===== config.mk =====
export PLATFORM = sky130hd
export DESIGN_NAME = esh_ctrl
export DESIGN_NICKNAME = d
export VERILOG_FILES = /design/src/hdl/esh_pkg.sv /design/src/hdl/esh_ctrl.sv
export SDC_FILE = /design/constraint.sdc
export NUM_CORES = 1
export LEC_CHECK = 0
export ABC_AREA = 1
export BUFFER_PORTS_ARGS = -buffer_cell sky130_fd_sc_hd__buf_2
export CAP_MARGIN = 20
export CORE_AREA = 2 2 39 41
export CTS_CLUSTER_SIZE = 24
export DETAILED_ROUTE_END_ITERATION = 12
export DIE_AREA = 0 0 41 43
export PLACE_DENSITY = 0.79
export SLEW_MARGIN = 10
export SYNTH_ARGS = -nofsm -noshare
export SYNTH_HDL_FRONTEND = slang
export SYNTH_SLANG_ARGS = --single-unit

===== constraint.sdc =====
create_clock -name clk -period 2.4 [get_ports clk]
set_input_delay 0.48 -clock clk [delete_from_list [all_inputs] [get_ports clk]]
set_output_delay 0.48 -clock clk [all_outputs]
set_load 0.02 [all_outputs]

===== src/hdl/esh_pkg.sv =====
`timescale 1ns / 1ps
package esh_pkg;

	localparam int MAX_LAYERS  = 64;
	localparam int MAX_EXPERTS = 256;
	localparam int CNT_W       = 32;
	localparam int LAYER_W     = 6;
	localparam int EXP_W       = 8;
	localparam int ADDR_W      = LAYER_W + EXP_W;
	localparam int DEPTH       = MAX_LAYERS * MAX_EXPERTS;
	localparam int NL_W        = 7;
	localparam int NE_W        = 9;
	localparam int FRAC_W      = 17;
	localparam int SLOT_W      = 15;
	localparam int SUM_W       = 46;
	localparam int TOT_W       = 48;
	localparam int RATIO_W     = 17;
	localparam int REM_W       = SUM_W + 1;
	localparam int DIV_STEPS   = 17;
	localparam int DCNT_W      = 5;

	localparam logic [SUM_W-1:0]  SUM_MAX   = {SUM_W{1'b1}};
	localparam logic [TOT_W-1:0]  TOTAL_MAX = {TOT_W{1'b1}};
	localparam logic [CNT_W-1:0]  COUNT_MAX = {CNT_W{1'b1}};
	localparam logic [FRAC_W-1:0] FRAC_ONE  = 17'h10000;

	localparam logic [1:0] CMD_RECORD = 2'd0;
	localparam logic [1:0] CMD_LAYER  = 2'd1;
	localparam logic [1:0] CMD_ALL    = 2'd2;

	localparam logic CFG_LAYERS  = 1'b0;
	localparam logic CFG_EXPERTS = 1'b1;

	localparam logic [1:0] THR_ZERO = 2'd0;
	localparam logic [1:0] THR_MID  = 2'd1;
	localparam logic [1:0] THR_LO   = 2'd2;

	localparam logic [1:0] RES_REC  = 2'd0;
	localparam logic [1:0] RES_DROP = 2'd1;
	localparam logic [1:0] RES_COV  = 2'd2;
	localparam logic [1:0] RES_NONE = 2'd3;

	typedef struct packed {
		logic       load;
		logic       k_load;
		logic       scan_start;
		logic [1:0] thr_sel;
		logic       tot_save;
		logic       search_init;
		logic       search_upd;
		logic       mul;
		logic       top;
		logic       div_start;
		logic       rec_wr;
		logic       res_load;
		logic [1:0] res_kind;
	} esh_cmd_t;

	typedef struct packed {
		logic       clearing;
		logic [1:0] cmd;
		logic       rec_ok;
		logic       scan_busy;
		logic       full_k;
		logic       search_done;
		logic       div_busy;
	} esh_stat_t;

endpackage


===== src/hdl/esh_ctrl.sv =====
`timescale 1ns / 1ps
module esh_ctrl (
	input  logic              clk,
	input  logic              arst_n,
	input  logic              start,
	output logic              busy,
	input  esh_pkg::esh_stat_t st,
	output esh_pkg::esh_cmd_t  cmd
);
	import esh_pkg::*;

	localparam logic [3:0] S_CLEAR  = 4'd0;
	localparam logic [3:0] S_IDLE   = 4'd1;
	localparam logic [3:0] S_DECODE = 4'd2;
	localparam logic [3:0] S_REC_RD = 4'd3;
	localparam logic [3:0] S_REC_WR = 4'd4;
	localparam logic [3:0] S_TOT    = 4'd5;
	localparam logic [3:0] S_SRCH   = 4'd6;
	localparam logic [3:0] S_GE     = 4'd7;
	localparam logic [3:0] S_FIN    = 4'd8;
	localparam logic [3:0] S_MUL    = 4'd9;
	localparam logic [3:0] S_TOP    = 4'd10;
	localparam logic [3:0] S_DIV_GO = 4'd11;
	localparam logic [3:0] S_DIV    = 4'd12;

	logic [3:0] state_q, state_d;

	always_ff @(posedge clk or negedge arst_n) begin
		if (!arst_n) begin
			state_q <= S_CLEAR;
		end else begin
			state_q <= state_d;
		end
	end

	always_comb begin
		state_d = state_q;
		cmd     = '0;
		unique case (state_q)
			S_CLEAR: begin
				if (!st.clearing) state_d = S_IDLE;
			end
			S_IDLE: begin
				if (start) begin
					cmd.load = 1'b1;
					state_d  = S_DECODE;
				end
			end
			S_DECODE: begin
				priority if (st.cmd == CMD_RECORD) begin
					if (st.rec_ok) begin
						state_d = S_REC_RD;
					end else begin
						cmd.res_load = 1'b1;
						cmd.res_kind = RES_DROP;
						state_d      = S_IDLE;
					end
				end else if (st.cmd == CMD_LAYER || st.cmd == CMD_ALL) begin
					cmd.k_load     = 1'b1;
					cmd.scan_start = 1'b1;
					cmd.thr_sel    = THR_ZERO;
					state_d        = S_TOT;
				end else begin
					cmd.res_load = 1'b1;
					cmd.res_kind = RES_NONE;
					state_d      = S_IDLE;
				end
			end
			S_REC_RD: state_d = S_REC_WR;
			S_REC_WR: begin
				cmd.rec_wr   = 1'b1;
				cmd.res_load = 1'b1;
				cmd.res_kind = RES_REC;
				state_d      = S_IDLE;
			end
			S_TOT: begin
				if (!st.scan_busy) begin
					cmd.tot_save    = 1'b1;
					cmd.search_init = 1'b1;
					state_d         = st.full_k ? S_TOP : S_SRCH;
				end
			end
			S_SRCH: begin
				cmd.scan_start = 1'b1;
				if (st.search_done) begin
					cmd.thr_sel = THR_LO;
					state_d     = S_FIN;
				end else begin
					cmd.thr_sel = THR_MID;
					state_d     = S_GE;
				end
			end
			S_GE: begin
				if (!st.scan_busy) begin
					cmd.search_upd = 1'b1;
					state_d        = S_SRCH;
				end
			end
			S_FIN: begin
				if (!st.scan_busy) state_d = S_MUL;
			end
			S_MUL: begin
				cmd.mul = 1'b1;
				state_d = S_TOP;
			end
			S_TOP: begin
				cmd.top = 1'b1;
				state_d = S_DIV_GO;
			end
			S_DIV_GO: begin
				cmd.div_start = 1'b1;
				state_d       = S_DIV;
			end
			S_DIV: begin
				if (!st.div_busy) begin
					cmd.res_load = 1'b1;
					cmd.res_kind = RES_COV;
					state_d      = S_IDLE;
				end
			end
			default: state_d = S_IDLE;
		endcase
	end

	assign busy = (state_q != S_IDLE);

	a_no_accept_clearing: assert property (@(posedge clk) disable iff (!arst_n)
		st.clearing |-> busy)
		else $error("item accepted during table clear");
	a_res_idle: assert property (@(posedge clk) disable iff (!arst_n)
		cmd.res_load |=> state_q == S_IDLE)
		else $error("result issued without return to idle");
	a_scan_quiet: assert property (@(posedge clk) disable iff (!arst_n)
		cmd.scan_start |-> !st.scan_busy)
		else $error("scan restarted while running");

endmodule


==> impl_summary.log, run 1 <==
[metrics] max-slew headroom at the worst pin: 0.785
[metrics] largest net degree at the start of global routing: 9
[metrics] filler instances: 151
[metrics] top post-synthesis cells by count: sky130_fd_sc_hd__nand2_1, sky130_fd_sc_hd__inv_1, sky130_fd_sc_hd__nor2_1, sky130_fd_sc_hd__nand3_1, sky130_fd_sc_hd__nor2_2
[metrics] fraction of final layout cells sized beyond drive strength 1: 0.298
[metrics] adder and majority cell fraction of the synthesized area: 0.0465
[metrics] Post-Route Setup TNS: 0 ps
[metrics] kind of end point of the critical path: output pin
[metrics] GRT Residual Overflow: 0
[metrics] FFs w/ async S/R, synth: 1.00
[metrics] unrepaired setup endpoints after global routing: no
[metrics] combinational family with the most area after synthesis: simple AND/OR/NAND/NOR gates
[metrics] total setup buffers inserted after CTS: 0
[metrics] most common cell in the netlist: sky130_fd_sc_hd__nand2_1
[metrics] Die Span X: 41 um
[metrics] largest cells by area after synthesis: sky130_fd_sc_hd__nand2_1, sky130_fd_sc_hd__dfrtp_1, sky130_fd_sc_hd__inv_1
[metrics] Top reg by flops: state_q
[metrics] number of antenna violations at the first check in global routing: 0
[metrics] Post-Route Skew: 0.0821 ps
[metrics] Yosys warnings: 0
[metrics] remaining design rule violation count: 0
[metrics] Avg Synthesized Cell Area: 5.60 um2
[metrics] Num Clock Sinks: 4
[metrics] share of the synthesized area in the top cell type: 0.244
[metrics] post-route minimum period: 2070 ps
[metrics] die outline height: 43 um
[metrics] Worst-path clk slew: 40 ps
[metrics] final period utilization: 0.861
[metrics] Final Hold Fails: 0
[metrics] largest driver fanout on the critical path: 7
[metrics] maximum clock insertion buffer count: 2
[metrics] CORE AREA: 1380 um2
[metrics] global-route wire length before repair: 2.47 mm
[metrics] area used by multi-input combinational logic: 348 um2
[metrics] hold buffer count at CTS: 0
[metrics] row count: 14
[metrics] total CTS buffers: 3
[metrics] Least-Margin Pin Slew: 323 ps
[metrics] overall track demand over capacity in global routing: 0.199
[metrics] synthesized-area fraction occupied by xor and xnor cells: 0
[metrics] total via count after detailed routing: 679
[metrics] EDFF count, synth: 0
[metrics] CTS root buffer: sky130_fd_sc_hd__clkbuf_4
[metrics] Final Routed Wirelength: 1.51 mm
[metrics] clock latency of the later-clocked register in the worst-skew pair: 240 ps
[metrics] IO Port Bufs: 26
[metrics] Routed WL per cell: 11.0 um
[metrics] result of the run: finished, final reports clean
[metrics] worst supply voltage drop on vdd: 416 uV
[metrics] drt initial violations: 12
[metrics] cell taking the most area after synthesis: sky130_fd_sc_hd__nand2_1
[metrics] flops & latches, synth: 4
[metrics] count of cell types in the netlist: 18
[metrics] number of H-tree branching levels: 1
[metrics] Initial Util: 0.389
[metrics] dominant register cell in the synthesized netlist: sky130_fd_sc_hd__dfrtp_1
[metrics] Sequential cell area: 100 um2
[metrics] sequential cell area fraction in the yosys report: 0.186
[metrics] f_max: 0.484 GHz
[metrics] Worst Setup Start Kind: flop
[metrics] I/O pin total: 27
[metrics] leakage power: 0.466 nW
[metrics] number of antenna cells inserted: 0
[metrics] Syn Std Cell Area: 538 um2
[metrics] vias in the first global route: 629
[metrics] required time worst endpoint: 1920 ps
[metrics] Cells after Synth: 96
[metrics] die area: 1760 um2
[metrics] worst hold-check slack: 34.8 ps
[metrics] TritonCTS clock tree: done
[metrics] HPWL after DPL: 1.17 mm
[metrics] Synth Area in Compound Gates: 0.0558
[metrics] number of max-capacitance violations reported: 0
[metrics] post-synthesis share of cell area spent on and, or, nand and nor gates: 0.526
[metrics] Post-CTS Resized: 0
[metrics] remaining antenna violation count: 0
[metrics] area growth from synthesis to layout: 25.8%
[metrics] power density relative to cell area: 1040 nW/um2
[metrics] top flop regs: state_q x4
[metrics] data arrival time at the worst-slack endpoint: 1590 ps
[metrics] share of synthesized area spent on multiplexers: 0.0186
[metrics] gp weighted congestion: 0.910
[metrics] Post-Synthesis Net Count: 109
[metrics] final count of negative-setup-slack endpoints: 0
[metrics] number of pins with negative max-slew slack in the final report: 0
[metrics] WS Path Type: reg -> out
[metrics] detail-routed via count per cell: 4.96
[metrics] number of optimization iterations in the first detailed-route pass: 4
[metrics] final-stage net count: 136
[metrics] min-delay worst type: in -> async
[metrics] number of flip-flops in the largest register: 4
## report_power, final
group	internal [W]	switching (W)
Combinational	0.000147	0.000302
Clock	0.0000562	0.0000314
Sequential	0.0000959	0.0000692
Total	0.000299	0.000402
## critical path, cell delays in order (launching register included)
cell and delay, ps:
sky130_fd_sc_hd__dfrtp_1 470, sky130_fd_sc_hd__nor2_2 250, sky130_fd_sc_hd__or3b_1 390, sky130_fd_sc_hd__nand3_1 70, sky130_fd_sc_hd__buf_2 160
## per-layer routing
layer,GRT usage,part of all wire
met2,0.319,0.47
met4,0.0400,0.0093
met1,0.248,0.44
met5,0,0
met3,0.0681,0.076
## layout make-up
class	instances	share of cell area
multi-input cells	73	0.514
repair buffers	26	0.192
flip-flops and latches	4	0.148
inverters	15	0.0832
clock buffers	3	0.0333
well taps	16	0.0296
## path summary, 6_finish.rpt
check                                            start                     end  cells after the start  slack [ps]
worst max-delay path            state_q[1]$_DFFE_PN0P_                  cmd[2]                      4         330
worst min-delay path                            arst_n  state_q[2]$_DFFE_PN0P_                      1          30
worst max register to register  state_q[0]$_DFFE_PN0P_  state_q[2]$_DFFE_PN0P_                      8        1040
worst min register to register  state_q[2]$_DFFE_PN0P_  state_q[2]$_DFFE_PN0P_                      2         680
max in group asynchronous                       arst_n  state_q[1]$_DFFE_PN0P_                      1        2250
min in group clk                                 st[3]  state_q[1]$_DFFE_PN0P_                      3         550
## placed cells by master (no fill, tap or decap), drive strengths merged, types with 2 or more instances in the layout
cell,count
buf,26
clkbuf,3
dfrtp,4
ha,2
inv,15
nand2,35
nand3,9
nand4,3
nor2,15
nor3,2
o21ai,2
## per-stage QoR
stage / setup WS (ps) / instances / power, W / utilization / cell area (um2)
after floorplan: 639 / 96 / 0.000516 / - / 538
after global placement: 589 / 134 / 0.000598 / 0.473 / 654
after detailed placement: 528 / 134 / 0.000607 / 0.473 / 654
after CTS: 352 / 137 / 0.000698 / 0.489 / 677
after global routing: 241 / 137 / 0.000772 / 0.489 / 677
final: 333 / 137 / 0.000701 / 0.489 / 677
## kinds of logic (layout without fill, tap and decap cells)
kind of cell / count (synthesis) / count (layout)
adders and majority gates: 2 / 2
and+or+nand+nor: 65 / 65
DFF: 4 / 4
muxes: 1 / 1
buffers and inverters: 19 / 44
AOI/OAI and AO/OA: 5 / 5
No activity file was read; power rests on OpenSTA's default activity.
==> inputs of run 2 (changes only) <==
BUFFER_PORTS_ARGS = unset   (was -buffer_cell sky130_fd_sc_hd__buf_2)
DONT_BUFFER_PORTS = 1   (was unset)
PLACE_DENSITY = 0.62   (was 0.79)
SLEW_MARGIN = 20   (was 10)
==> impl_summary.log, run 2 (synthesized netlist as in run 1, its figures left out) <==
[metrics] result of the run: finished, final reports clean (unchanged)
[metrics] row count: 14 (unchanged)
[metrics] final count of negative-setup-slack endpoints: 0 (unchanged)
[metrics] number of antenna violations at the first check in global routing: 0 (unchanged)
[metrics] final period utilization: 0.872 (was 0.861)
[metrics] largest driver fanout on the critical path: 8 (was 7)
[metrics] number of optimization iterations in the first detailed-route pass: 4 (unchanged)
[metrics] cells along the critical path: inv_2 -> nor2_1 -> nand2_1 -> nor2_1 (was nor2_2 -> or3b_1 -> nand3_1 -> buf_2)
[metrics] met3 Use GR: 0.0471 (was 0.0681)
[metrics] Top reg by flops: state_q (unchanged)
[metrics] min-delay worst type: in -> reg (was in -> async)
[metrics] clock latency of the later-clocked register in the worst-skew pair: 240 ps (about the same)
[metrics] Worst-path clk slew: 50 ps (was 40 ps)
[metrics] number of flip-flops in the largest register: 4 (unchanged)
[metrics] IO Port Bufs: 0 (was 26)
[metrics] Post-Route Skew: 7.69 ps (was 0.0821 ps)
[metrics] kind of end point of the critical path: output pin (unchanged)
[metrics] WS Path Type: reg -> out (unchanged)
[metrics] data arrival time at the worst-slack endpoint: 1610 ps (was 1590 ps)
[metrics] number of antenna cells inserted: 0 (unchanged)
[metrics] Post-Route Setup TNS: 0 ps (unchanged)
[metrics] critical path buffer and inverter count: 1 (unchanged)
[metrics] met1 track demand over resource in global routing: 0.252 (was 0.248)
[metrics] total CTS buffers: 3 (unchanged)
[metrics] gp weighted congestion: 0.874 (was 0.910)
[metrics] number of max-capacitance violations reported: 0 (unchanged)
[metrics] TritonCTS clock tree: done (unchanged)
[metrics] post-route minimum period: 2090 ps (was 2070 ps)
[metrics] I/O pin total: 27 (unchanged)
[metrics] detail-routed via count per cell: 5.13 (was 4.96)
[metrics] Num Clock Sinks: 4 (unchanged)
[metrics] master of the slowest instance on the critical path: sky130_fd_sc_hd__dfrtp_1 (unchanged)
[metrics] vias in the first global route: 538 (was 629)
[metrics] highest-count cells in the layout ignoring fill and taps: sky130_fd_sc_hd__nand2_1, sky130_fd_sc_hd__inv_1, sky130_fd_sc_hd__nor2_1 (was sky130_fd_sc_hd__nand2_1, sky130_fd_sc_hd__buf_2, sky130_fd_sc_hd__inv_1)
[metrics] power density relative to cell area: 1150 nW/um2 (was 1040 nW/um2)
[metrics] most common cell after layout, fill and taps aside: sky130_fd_sc_hd__nand2_1 (unchanged)
[metrics] total setup buffers inserted after CTS: 0 (unchanged)
[metrics] remaining design rule violation count: 0 (unchanged)
[metrics] number of H-tree branching levels: 1 (unchanged)
[metrics] Final Routed Wirelength: 1.30 mm (was 1.51 mm)
[metrics] leakage power: 0.351 nW (was 0.466 nW)
[metrics] Least-Margin Pin Slew: 639 ps (was 323 ps)
[metrics] most crowded layer after global routing: met1 (was met2)
[metrics] Top Family by Delay on Critical Path: simple AND/OR/NAND/NOR gates (unchanged)
[metrics] HPWL after DPL: 1.09 mm (was 1.17 mm)
[metrics] drt initial violations: 15 (was 12)
[metrics] maximum clock insertion buffer count: 2 (unchanged)
[metrics] f_max: 0.478 GHz (was 0.484 GHz)
[metrics] number of pins with negative max-slew slack in the final report: 0 (unchanged)
[metrics] Routed WL per cell: 11.5 um (was 11.0 um)
[metrics] remaining antenna violation count: 0 (unchanged)
[metrics] max-slew headroom at the worst pin: 0.571 (was 0.785)
[metrics] total via count after detailed routing: 580 (was 679)
[metrics] Non-Filler Cell Area, Final: 564 um2 (was 677 um2)
[metrics] Cell Area, Placed: 532 um2 (was 654 um2)
[metrics] slack of the worst reg-to-reg path: 910 ps (was 1040 ps)
[metrics] Die Span X: 41 um (unchanged)
[metrics] Worst Setup Start Kind: flop (unchanged)
[metrics] top flop regs: state_q x4 (unchanged)
[metrics] largest incremental delay on the critical path: 510 ps (was 470 ps)
[metrics] final-stage net count: 112 (was 136)
[metrics] GRT Residual Overflow: 0 (unchanged)
[metrics] unrepaired setup endpoints after global routing: no (unchanged)
[metrics] area growth from synthesis to layout: 4.88% (was 25.8%)
[metrics] die outline height: 43 um (unchanged)
[metrics] global-route wire length before repair: 2.19 mm (was 2.47 mm)
[metrics] CORE AREA: 1380 um2 (unchanged)
[metrics] worst supply voltage drop on vdd: 456 uV (was 416 uV)
[metrics] CTS root buffer: sky130_fd_sc_hd__clkbuf_4 (unchanged)
[metrics] overall track demand over capacity in global routing: 0.179 (was 0.199)
[metrics] Initial Util: 0.389 (unchanged)
[metrics] largest net degree at the start of global routing: 9 (unchanged)
[metrics] Final Hold Fails: 0 (unchanged)
[metrics] die area: 1760 um2 (unchanged)
[metrics] M2 GR Usage: 0.241 (was 0.319)
[metrics] required time worst endpoint: 1920 ps (about the same)
[metrics] fraction of final layout cells sized beyond drive strength 1: 0.113 (was 0.298)
[metrics] crit-path most repeated cell: sky130_fd_sc_hd__nor2_1
-- run 2: cell types whose count changed in the layout (fill, tap and decap cells not counted) --
cell,change
sky130_fd_sc_hd__buf_2,-26
sky130_fd_sc_hd__dlygate4sd3_1,+1
sky130_fd_sc_hd__buf_4,+1
-- run 2: power breakdown --
| part | internal, W | switching, W | leakage, nW |
|---|---|---|---|
| Clock | 0.0000563 | 0.0000324 | 0.0138 |
| Combinational | 0.000113 | 0.000287 | 0.286 |
| Sequential | 0.0000960 | 0.0000617 | 0.0511 |
| Total | 0.000266 | 0.000381 | 0.351 |
-- run 2: path summary, 6_finish.rpt --
| kind | startpoint | cells after the start | to |
|---|---|---|---|
| setup / recovery | state_q[0]$_DFFE_PN0P_ | 4 | cmd[14] |
| hold / removal | st[3] | 2 | state_q[1]$_DFFE_PN0P_ |
| setup reg to reg | state_q[2]$_DFFE_PN0P_ | 7 | state_q[1]$_DFFE_PN0P_ |
| hold reg to reg | state_q[3]$_DFFE_PN0P_ | 2 | state_q[3]$_DFFE_PN0P_ |
| max in group asynchronous | arst_n | 1 | state_q[1]$_DFFE_PN0P_ |
| min in group asynchronous | arst_n | 1 | state_q[3]$_DFFE_PN0P_ |
-- run 2: cell type report --
cell class | count | area (um2)
Fill cell | 154 | 820
Sequential cell | 4 | 100
Timing Repair Buffer | 2 | 17.5
Inverter | 15 | 56.3
Tap cell | 16 | 20.0
Clock buffer | 3 | 22.5
Multi-Input combinational cell | 73 | 348
-- run 2: repair_timing --
item	4_1_cts	5_1_grt
hold endpoints to repair	4	0
gates resized for setup	0	0
hold buffers	1	0
-- run 2: layer usage --
layer	share of wire	vias up
li1	-	297
met2	0.47	23
met1	0.46	258
met5	0	-
met4	0.011	0
met3	0.065	2
-- run 2: metrics by stage --
stage                util  power, W  hold slack (ps)  std cells  setup slack [ps]
finish              0.408  0.000647              394        113               308
global route        0.408  0.000718              400        113               194
global placement    0.384  0.000552              184        109               612
CTS                 0.408  0.000650              390        113               309
detailed placement  0.384  0.000554              184        109               563
floorplan               -  0.000516              184         96               639
